===== config.mk =====
export PLATFORM = sky130hd
export DESIGN_NAME = token_bucket_rate_limiter
export DESIGN_NICKNAME = d
export VERILOG_FILES = /design/src/hw/rtl/tbrl_pkg.sv /design/src/hw/rtl/tbrl_ctrl.sv /design/src/hw/rtl/tbrl_dp.sv /design/src/hw/rtl/token_bucket_rate_limiter.sv
export SDC_FILE = /design/constraint.sdc
export NUM_CORES = 1
export LEC_CHECK = 0
export BUFFER_PORTS_ARGS = -buffer_cell sky130_fd_sc_hd__buf_2
export CORE_MARGIN = 1
export CORE_UTILIZATION = 40
export CTS_CLUSTER_SIZE = 25
export DETAILED_ROUTE_END_ITERATION = 8
export MAX_ROUTING_LAYER = met4
export PLACE_DENSITY = 0.64
export SYNTH_ARGS = -nofsm -noshare
export SYNTH_HDL_FRONTEND = slang
export SYNTH_SLANG_ARGS = --single-unit

===== constraint.sdc =====
create_clock -name i_clk -period 6.73 [get_ports i_clk]
set_input_delay 0.673 -clock i_clk [delete_from_list [all_inputs] [get_ports i_clk]]
set_output_delay 0.673 -clock i_clk [all_outputs]
set_load 0.01 [all_outputs]

===== src/hw/rtl/tbrl_pkg.sv =====
// Shared widths, constants and control types for the token bucket rate limiter.
// No dependencies; imported by every module of the block.
`timescale 1ns / 1ps

package tbrl_pkg;

    localparam int TIME_W   = 63;   // now_time and refill mark
    localparam int PERIOD_W = 30;   // supply_period
    localparam int COUNT_W  = 16;   // bucket_size, token count
    localparam int STEP_W   = 6;    // divider step counter
    localparam logic [STEP_W-1:0] DIV_LAST_STEP = STEP_W'(TIME_W - 1);

    // APB byte addresses of the config registers
    localparam logic [2:0] ADDR_SUPPLY_PERIOD = 3'h0;
    localparam logic [2:0] ADDR_BUCKET_SIZE   = 3'h4;

    // controller -> datapath
    typedef struct packed {
        logic load;       // capture time, form gap, clear divider
        logic div_step;   // one restoring-division step
        logic refill;     // apply refill from quotient / remainder
        logic grant;      // take a token, load the result register
    } t_tbrl_cmd;

    // datapath -> controller
    typedef struct packed {
        logic div_done;   // current step is the last quotient bit
    } t_tbrl_sts;

endpackage


===== src/hw/rtl/tbrl_ctrl.sv =====
// Sequencer for the token bucket rate limiter: capture, divide, refill, grant.
// Depends on tbrl_pkg.
`timescale 1ns / 1ps

module tbrl_ctrl
    import tbrl_pkg::*;
(
    input  logic      i_clk,
    input  logic      i_rst_n,
    input  logic      i_in_valid,
    output logic      o_in_ready,
    input  logic      i_out_ready,
    output logic      o_out_valid,
    input  t_tbrl_sts i_sts,
    output t_tbrl_cmd o_cmd
);

    localparam logic [1:0] ST_IDLE   = 2'd0;
    localparam logic [1:0] ST_DIV    = 2'd1;
    localparam logic [1:0] ST_REFILL = 2'd2;
    localparam logic [1:0] ST_GRANT  = 2'd3;

    logic [1:0] r_state, n_state;
    logic       r_out_valid, n_out_valid;
    logic       w_slot_free;

    assign w_slot_free = !r_out_valid || i_out_ready;

    always_comb begin
        n_state = r_state;
        o_cmd   = '0;
        case (r_state)
            ST_IDLE: begin
                if (i_in_valid) begin
                    o_cmd.load = 1'b1;
                    n_state    = ST_DIV;
                end
            end
            ST_DIV: begin
                o_cmd.div_step = 1'b1;
                if (i_sts.div_done) begin
                    n_state = ST_REFILL;
                end
            end
            ST_REFILL: begin
                o_cmd.refill = 1'b1;
                n_state      = ST_GRANT;
            end
            ST_GRANT: begin
                if (w_slot_free) begin
                    o_cmd.grant = 1'b1;
                    n_state     = ST_IDLE;
                end
            end
            default: begin
                n_state = ST_IDLE;
            end
        endcase
    end

    always_comb begin
        n_out_valid = r_out_valid;
        if (o_cmd.grant) begin
            n_out_valid = 1'b1;
        end else if (i_out_ready) begin
            n_out_valid = 1'b0;
        end
    end

    always_ff @(posedge i_clk) begin
        if (!i_rst_n) begin
            r_state     <= ST_IDLE;
            r_out_valid <= 1'b0;
        end else begin
            r_state     <= n_state;
            r_out_valid <= n_out_valid;
        end
    end

    assign o_in_ready  = (r_state == ST_IDLE);
    assign o_out_valid = r_out_valid;

endmodule


===== src/hw/rtl/tbrl_dp.sv =====
// Datapath: refill mark, token count, radix-2 restoring divider, result register.
// Depends on tbrl_pkg; driven by tbrl_ctrl.
`timescale 1ns / 1ps

module tbrl_dp
    import tbrl_pkg::*;
(
    input  logic                i_clk,
    input  logic                i_rst_n,
    input  t_tbrl_cmd           i_cmd,
    output t_tbrl_sts           o_sts,
    input  logic [TIME_W-1:0]   i_now_time,
    input  logic [PERIOD_W-1:0] i_period,      // already forced nonzero
    input  logic [COUNT_W-1:0]  i_bucket_size,
    output logic                o_granted,
    output logic [COUNT_W-1:0]  o_tokens_left
);

    // state
    logic [TIME_W-1:0]   r_mark;
    logic [COUNT_W-1:0]  r_count;
    // per-request work registers
    logic [TIME_W-1:0]   r_time;
    logic [TIME_W-1:0]   r_quo;     // gap, shifted out as quotient shifts in
    logic [PERIOD_W-1:0] r_rem;
    logic                r_ge;      // time not before mark
    logic [STEP_W-1:0]   r_step;
    // result
    logic                r_granted;
    logic [COUNT_W-1:0]  r_left;

    logic [TIME_W:0]     w_diff;
    logic [PERIOD_W:0]   w_shift;
    logic [PERIOD_W:0]   w_sub;
    logic                w_qbit;
    logic                w_big;
    logic [COUNT_W:0]    w_sum;
    logic [COUNT_W-1:0]  w_new_count;
    logic                w_do_refill;

    assign w_diff = {1'b0, i_now_time} - {1'b0, r_mark};

    // one division step: remainder stays below period, so the shifted value < 2*period
    assign w_shift = {r_rem, r_quo[TIME_W-1]};
    assign w_sub   = w_shift - {1'b0, i_period};
    assign w_qbit  = !w_sub[PERIOD_W];

    // refill: count = min(count + periods, bucket)
    assign w_big = (|r_quo[TIME_W-1:COUNT_W]) || (r_quo[COUNT_W-1:0] >= i_bucket_size);
    assign w_sum = {1'b0, r_count} + {1'b0, r_quo[COUNT_W-1:0]};
    always_comb begin
        if (w_big || (w_sum > {1'b0, i_bucket_size})) begin
            w_new_count = i_bucket_size;
        end else begin
            w_new_count = w_sum[COUNT_W-1:0];
        end
    end
    // a refill needs a whole period elapsed, i.e. a nonzero quotient
    assign w_do_refill = r_ge && (|r_quo);

    always_ff @(posedge i_clk) begin
        if (!i_rst_n) begin
            r_mark  <= '0;
            r_count <= '0;
        end else begin
            if (i_cmd.refill && w_do_refill) begin
                // mark + periods*period == time - remainder
                r_mark  <= r_time - {{(TIME_W-PERIOD_W){1'b0}}, r_rem};
                r_count <= w_new_count;
            end else if (i_cmd.grant && (r_count != '0)) begin
                r_count <= r_count - COUNT_W'(1);
            end
        end
    end

    always_ff @(posedge i_clk) begin
        if (i_cmd.load) begin
            r_time <= i_now_time;
            r_quo  <= w_diff[TIME_W-1:0];
            r_ge   <= !w_diff[TIME_W];
            r_rem  <= '0;
            r_step <= '0;
        end else if (i_cmd.div_step) begin
            r_quo  <= {r_quo[TIME_W-2:0], w_qbit};
            r_rem  <= w_qbit ? w_sub[PERIOD_W-1:0] : w_shift[PERIOD_W-1:0];
            r_step <= r_step + STEP_W'(1);
        end
        if (i_cmd.grant) begin
            r_granted <= (r_count != '0);
            r_left    <= (r_count != '0) ? (r_count - COUNT_W'(1)) : '0;
        end
    end

    assign o_sts.div_done = (r_step == DIV_LAST_STEP);
    assign o_granted      = r_granted;
    assign o_tokens_left  = r_left;

endmodule


===== src/hw/rtl/token_bucket_rate_limiter.sv =====
// Token bucket rate limiter top level: stream ports, APB registers, ctrl + datapath.
// Depends on tbrl_pkg, tbrl_ctrl, tbrl_dp.
`timescale 1ns / 1ps

// Each input beat is one request carrying the current time in ns (counting
// from 0 at reset, non-decreasing). The block refills the bucket with one
// token per whole supply_period elapsed since the refill mark, capped at
// bucket_size, advancing the mark by whole periods only so no time is lost;
// it then takes one token if present. Each request yields exactly one output
// beat: granted plus the tokens left. A time before the mark refills nothing.
// A request passes these steps from acceptance to the output beat: capture
// the time and form the gap, 63 steps of the radix-2 restoring divider
// (gap / period, one quotient bit per cycle), a refill step and a grant
// step. The grant step waits as long as the previous result still
// sits unaccepted in the output register, so result back-pressure adds its
// stall cycles on top. A new request is accepted the cycle after the grant,
// while the previous result may still sit in the output register. Registers:
// 0x0 supply_period (30 bits, 0 behaves as 1), 0x4 bucket_size (16 bits).
// Write them only while the block is idle.

module token_bucket_rate_limiter
    import tbrl_pkg::*;
(
    input  logic        i_clk,
    input  logic        i_rst_n,
    // request stream
    input  logic        s_axis_tvalid,
    output logic        s_axis_tready,
    input  logic [63:0] s_axis_tdata,   // [62:0] now_time, [63] zero pad
    // result stream
    output logic        m_axis_tvalid,
    input  logic        m_axis_tready,
    output logic [23:0] m_axis_tdata,   // [0] granted, [16:1] tokens_left, [23:17] zero
    // APB config
    input  logic        psel,
    input  logic        penable,
    input  logic        pwrite,
    input  logic [2:0]  paddr,
    input  logic [31:0] pwdata,
    output logic [31:0] prdata,
    output logic        pready
);

    logic                w_period_zero;
    logic [PERIOD_W-1:0] r_supply_period;
    logic [COUNT_W-1:0]  r_bucket_size;
    logic [PERIOD_W-1:0] w_period_eff;
    logic                w_wr;
    t_tbrl_cmd           w_cmd;
    t_tbrl_sts           w_sts;
    logic                w_granted;
    logic [COUNT_W-1:0]  w_tokens_left;

    // ---- config registers; paddr[2] selects the register
    assign pready = 1'b1;
    assign w_wr   = psel && penable && pwrite && pready;

    always_ff @(posedge i_clk) begin
        if (!i_rst_n) begin
            r_supply_period <= PERIOD_W'(1000000);
            r_bucket_size   <= COUNT_W'(1);
        end else if (w_wr) begin
            if (paddr[2]) begin
                r_bucket_size   <= pwdata[COUNT_W-1:0];
            end else begin
                r_supply_period <= pwdata[PERIOD_W-1:0];
            end
        end
    end

    assign w_period_zero = (r_supply_period == '0);  // zero period acts as 1 ns
    assign w_period_eff  = w_period_zero ? PERIOD_W'(1) : r_supply_period;

    always_comb begin
        if (paddr[2]) begin
            prdata = {{(32-COUNT_W){1'b0}}, r_bucket_size};
        end else begin
            prdata = {{(32-PERIOD_W){1'b0}}, r_supply_period};
        end
    end

    // ---- sequencer
    tbrl_ctrl u_ctrl (
        .i_clk       (i_clk),
        .i_rst_n     (i_rst_n),
        .i_in_valid  (s_axis_tvalid),
        .o_in_ready  (s_axis_tready),
        .i_out_ready (m_axis_tready),
        .o_out_valid (m_axis_tvalid),
        .i_sts       (w_sts),
        .o_cmd       (w_cmd)
    );

    // ---- datapath
    tbrl_dp u_dp (
        .i_clk         (i_clk),
        .i_rst_n       (i_rst_n),
        .i_cmd         (w_cmd),
        .o_sts         (w_sts),
        .i_now_time    (s_axis_tdata[TIME_W-1:0]),
        .i_period      (w_period_eff),
        .i_bucket_size (r_bucket_size),
        .o_granted     (w_granted),
        .o_tokens_left (w_tokens_left)
    );

    assign m_axis_tdata = {{(24-COUNT_W-1){1'b0}}, w_tokens_left, w_granted};

    // ---- checks

    // a refused beat always reports an empty bucket
    a_refused_empty: assert property (@(posedge i_clk) disable iff (!i_rst_n)
        (m_axis_tvalid && !m_axis_tdata[0]) |-> (m_axis_tdata[16:1] == 16'd0))
        else $error("refused result with nonzero tokens_left");

    // only one request in flight: accepting one drops ready
    a_one_in_flight: assert property (@(posedge i_clk) disable iff (!i_rst_n)
        (s_axis_tvalid && s_axis_tready) |=> !s_axis_tready)
        else $error("ready held after accepting a request");

    // a new result appears exactly as the sequencer returns to idle
    a_result_at_idle: assert property (@(posedge i_clk) disable iff (!i_rst_n)
        $rose(m_axis_tvalid) |-> s_axis_tready)
        else $error("result produced outside the grant step");

endmodule

==> key figures <==
Pwr
  – Worst-case vdd ir drop: 0.1896 mV
  – Sequential Power Share: 29.5%
  – P_leak: 0.009522 uW
  – Psw: 4721 uW
  – Power share of the clock group: 18.6%
  – PD cells: 464.8 nW/um^2
  – Switching share of total power: 42.92%
  – Comb pwr share: 52.0%
  – Int Pwr: 6280 uW

Clocking
  – TritonCTS buffer count: 37
  – Root Driver: clkbuf_16
  – CTS tree: done
  – TritonCTS Sinks: 308
  – Post-CTS Setup Inserts: 0
  – Worst-Skew Late Latency: 0.57 ns
  – # hold bufs at CTS: 0
  – CTS H-tree depth: 2
  – Post-cts resize count: 0
  – Clock buffer depth: 3
  – Worst-path clk slew: 0.06 ns

Critical path
  – RR Startpoint: u_dp.r_quo[0]
  – Crit. Startpoint: u_dp.r_quo[0]
  – Worst reg2reg path depth: 19
  – CP startpoint kind: flip-flop
  – Worst Path Required: 7.14 ns
  – Maximum fanout along the worst path: 17
  – Setup CP Type: flip-flop to flip-flop
  – Critical Path AT: 5.46 ns
  – Setup crit end kind: flip-flop

Detailed routing
  – Final wirelength: 58220 um
  – Drt first pass iters: 6
  – Post-route antenna net violation count: 0
  – Wirelength per Cell: 17.50 um
  – Avg Vias per Cell: 5.557
  – Vias: 18490
  – DR iter-0 viols: 1174
  – # DRC: 0

Final layout
  – Final nets: 2904
  – Layout area overhead: 12.03%
  – Fill count: 5071
  – Most frequent cells in the layout: nand2_1 (276), a21oi_1 (271), o21ai_0 (201)
  – Share of cells above drive strength 1: 9.830%
  – Final instance area: 23670 sq um
  – Post-layout util: 45.77%
  – Commonest non-fill, non-tap cell in the layout: nand2_1

Floorplan
  – Core area: 51720 sq um
  – Die footprint: 53740 sq um
  – Chip width: 231.8 um
  – Die H: 231.8 um
  – Initial Util: 40.85%
  – FP Rows: 83
  – I/O Pins: 165

Min path
  – Worst hold stages: 1
  – Worst Hold Class: input port to flip-flop
  – Hold Path Origin: s_axis_tdata[3]

Synthesis
  – Post-synth EDFFs: 144
  – Cells after synthesis: 2510
  – Mapped Avg Cell Area: 8.417 sq um
  – Ys flop type: dfxtp_1
  – YS warnings: 0
  – Seq/Total Area, Yosys: 36.01%
  – Post-synth cell types: 87
  – Synth Register Bits: 308
  – Fraction of registers with async set/reset: 0%
  – Dominant cells by area after synthesis: edfxtp_1 (20%), dfxtp_1 (16%), ha_1 (11%), a21oi_1 (6.4%), nand2_1 (4.9%)
  – Synth area leader: edfxtp_1
  – Top cell type's share of synthesized area: 20.47%
  – Mapped Area: 21130 sq um

Timing
  – Highest clock rate: 198.0 MHz
  – Fin. max-slew vios: 0
  – Unrepaired setup endpoints after global routing: false
  – Slew @ Worst Pin: 1.124 ns
  – Final Skew: 0.02486 ns
  – Sum Neg Setup Slack: 0 ns
  – Fin. Hold Viols: 0
  – # setup viols final: 0
  – Slew headroom: 24.76%
  – Min Tclk post-route: 5.049 ns
  – Final period util: 75.03%

Place
  – Routability congestion estimate: 0.9015
  – Detailed Place HPWL: 44340 um
  – I/O Buffers: 149
  – Post-placement cell area: 22450 sq um

Run
  – Max Cap Viol: 0

Global route
  – Antenna violations before repair: 3
  – Largest net degree at the start of global routing: 101
  – First-pass GRT wire length: 92780 um
  – GR Overflow Total: 0
  – Vias in the first global route: 17700
  – GRT Overall Usage: 22.00%

Run status
  – Status: finished, final reports clean
## area by class of cell
type                            instances  area, sq um  area share, %
Multi-Input combinational cell       1922        12450          52.61
Inverter                              186        699.4          2.955
Sequential cell                       308         7607          32.14
Tap cell                              680        850.8          3.595
Clock inverter                         14        197.7         0.8352
Antenna cell                            2        5.005        0.02114
Timing Repair Buffer                  161        835.8          3.531
Clock buffer                           54         1020          4.308
## state kept, by name, indices dropped and copies added, names as in the netlist
signal	cells
u_dp.r_count	16
u_dp.r_step	6
u_dp.r_mark	63
u_dp.r_quo	63
u_dp.o_granted	1
u_dp.r_time	63
u_dp.o_tokens_left	16
u_dp.r_ge	1
u_dp.r_rem	30
r_supply_period	30
u_ctrl.r_state	2
r_bucket_size	16
u_ctrl.o_out_valid	1
## worst max-delay path: stages, from the launching register on
cell,delay (ns)
edfxtp_1,0.44
ha_1,0.22
fa_1,0.21
a21o_1,0.12
a21oi_1,0.11
o21ai_0,0.22
or3b_2,0.52
a311oi_1,0.41
o21a_1,0.16
nor2_1,0.04
xnor2_1,0.20
ha_1,0.29
a21o_1,0.18
a21oi_1,0.18
nor2b_1,0.16
o2111ai_1,0.11
nand3_1,0.10
nand3_1,0.68
mux2i_1,0.42
a21oi_1,0.11
## synth_stat cells (all sizes together) (31+ instances only)
| master | n |
|---|---|
| a21o | 50 |
| a21oi | 272 |
| clkbuf | 79 |
| dfxtp | 164 |
| edfxtp | 144 |
| ha | 178 |
| inv | 185 |
| mux2i | 31 |
| nand2 | 278 |
| nand3 | 34 |
| nand4 | 32 |
| nor2 | 196 |
| nor3 | 57 |
| nor4 | 34 |
| o21ai | 214 |
| xnor2 | 101 |
| xor2 | 72 |
## cell families after synthesis
kind of cell	synth area share [%]
adders and majority gates	10.92
muxes	1.789
buffers and inverters	5.389
and+or+nand+nor	17.48
AOI/OAI and AO/OA	21.14
DFF	36.01
other	0.03555
xor gates and xnor gates	7.243
## stage by stage
stage | cells | total power (uW) | hold WS [ns] | worst slack (ns)
after global routing | 3327 | 11910 | 0.2935 | 1.166
after detailed placement | 3257 | 8944 | 0.4643 | 1.708
after floorplan | 2518 | 7590 | 0.4434 | 2.812
final | 3327 | 11000 | 0.3012 | 1.681
after global placement | 3257 | 8795 | 0.4575 | 1.748
after CTS | 3325 | 11050 | 0.2705 | 1.658
## layer usage
metal / part of all wire [%] / track usage [%]
met3: 4.5 / 2.247
met2: 47 / 36.31
met5: 0 / -
met4: 2.4 / 6.394
met1: 46 / 28.43
## power groups by stage
stage               clock network, uW  registers (uW)  logic (uW)
finish                           2040            3240        5720
global route                     2160            3310        6450
CTS                              2100            3240        5720
detailed placement                  0            3270        5680
global placement                    0            3250        5540
floorplan                           0            3130        4460
## worst paths after layout
| kind | to | slack (ns) |
|---|---|---|
| worst min register to register | r_supply_period[12] | 0.48 |
| worst min-delay path | u_dp.r_time[3] | 0.30 |
| worst max-delay path | u_dp.r_count[14] | 1.68 |
| worst max register to register | u_dp.r_count[14] | 1.68 |
Note: power is estimated with default switching activity, not from simulation.
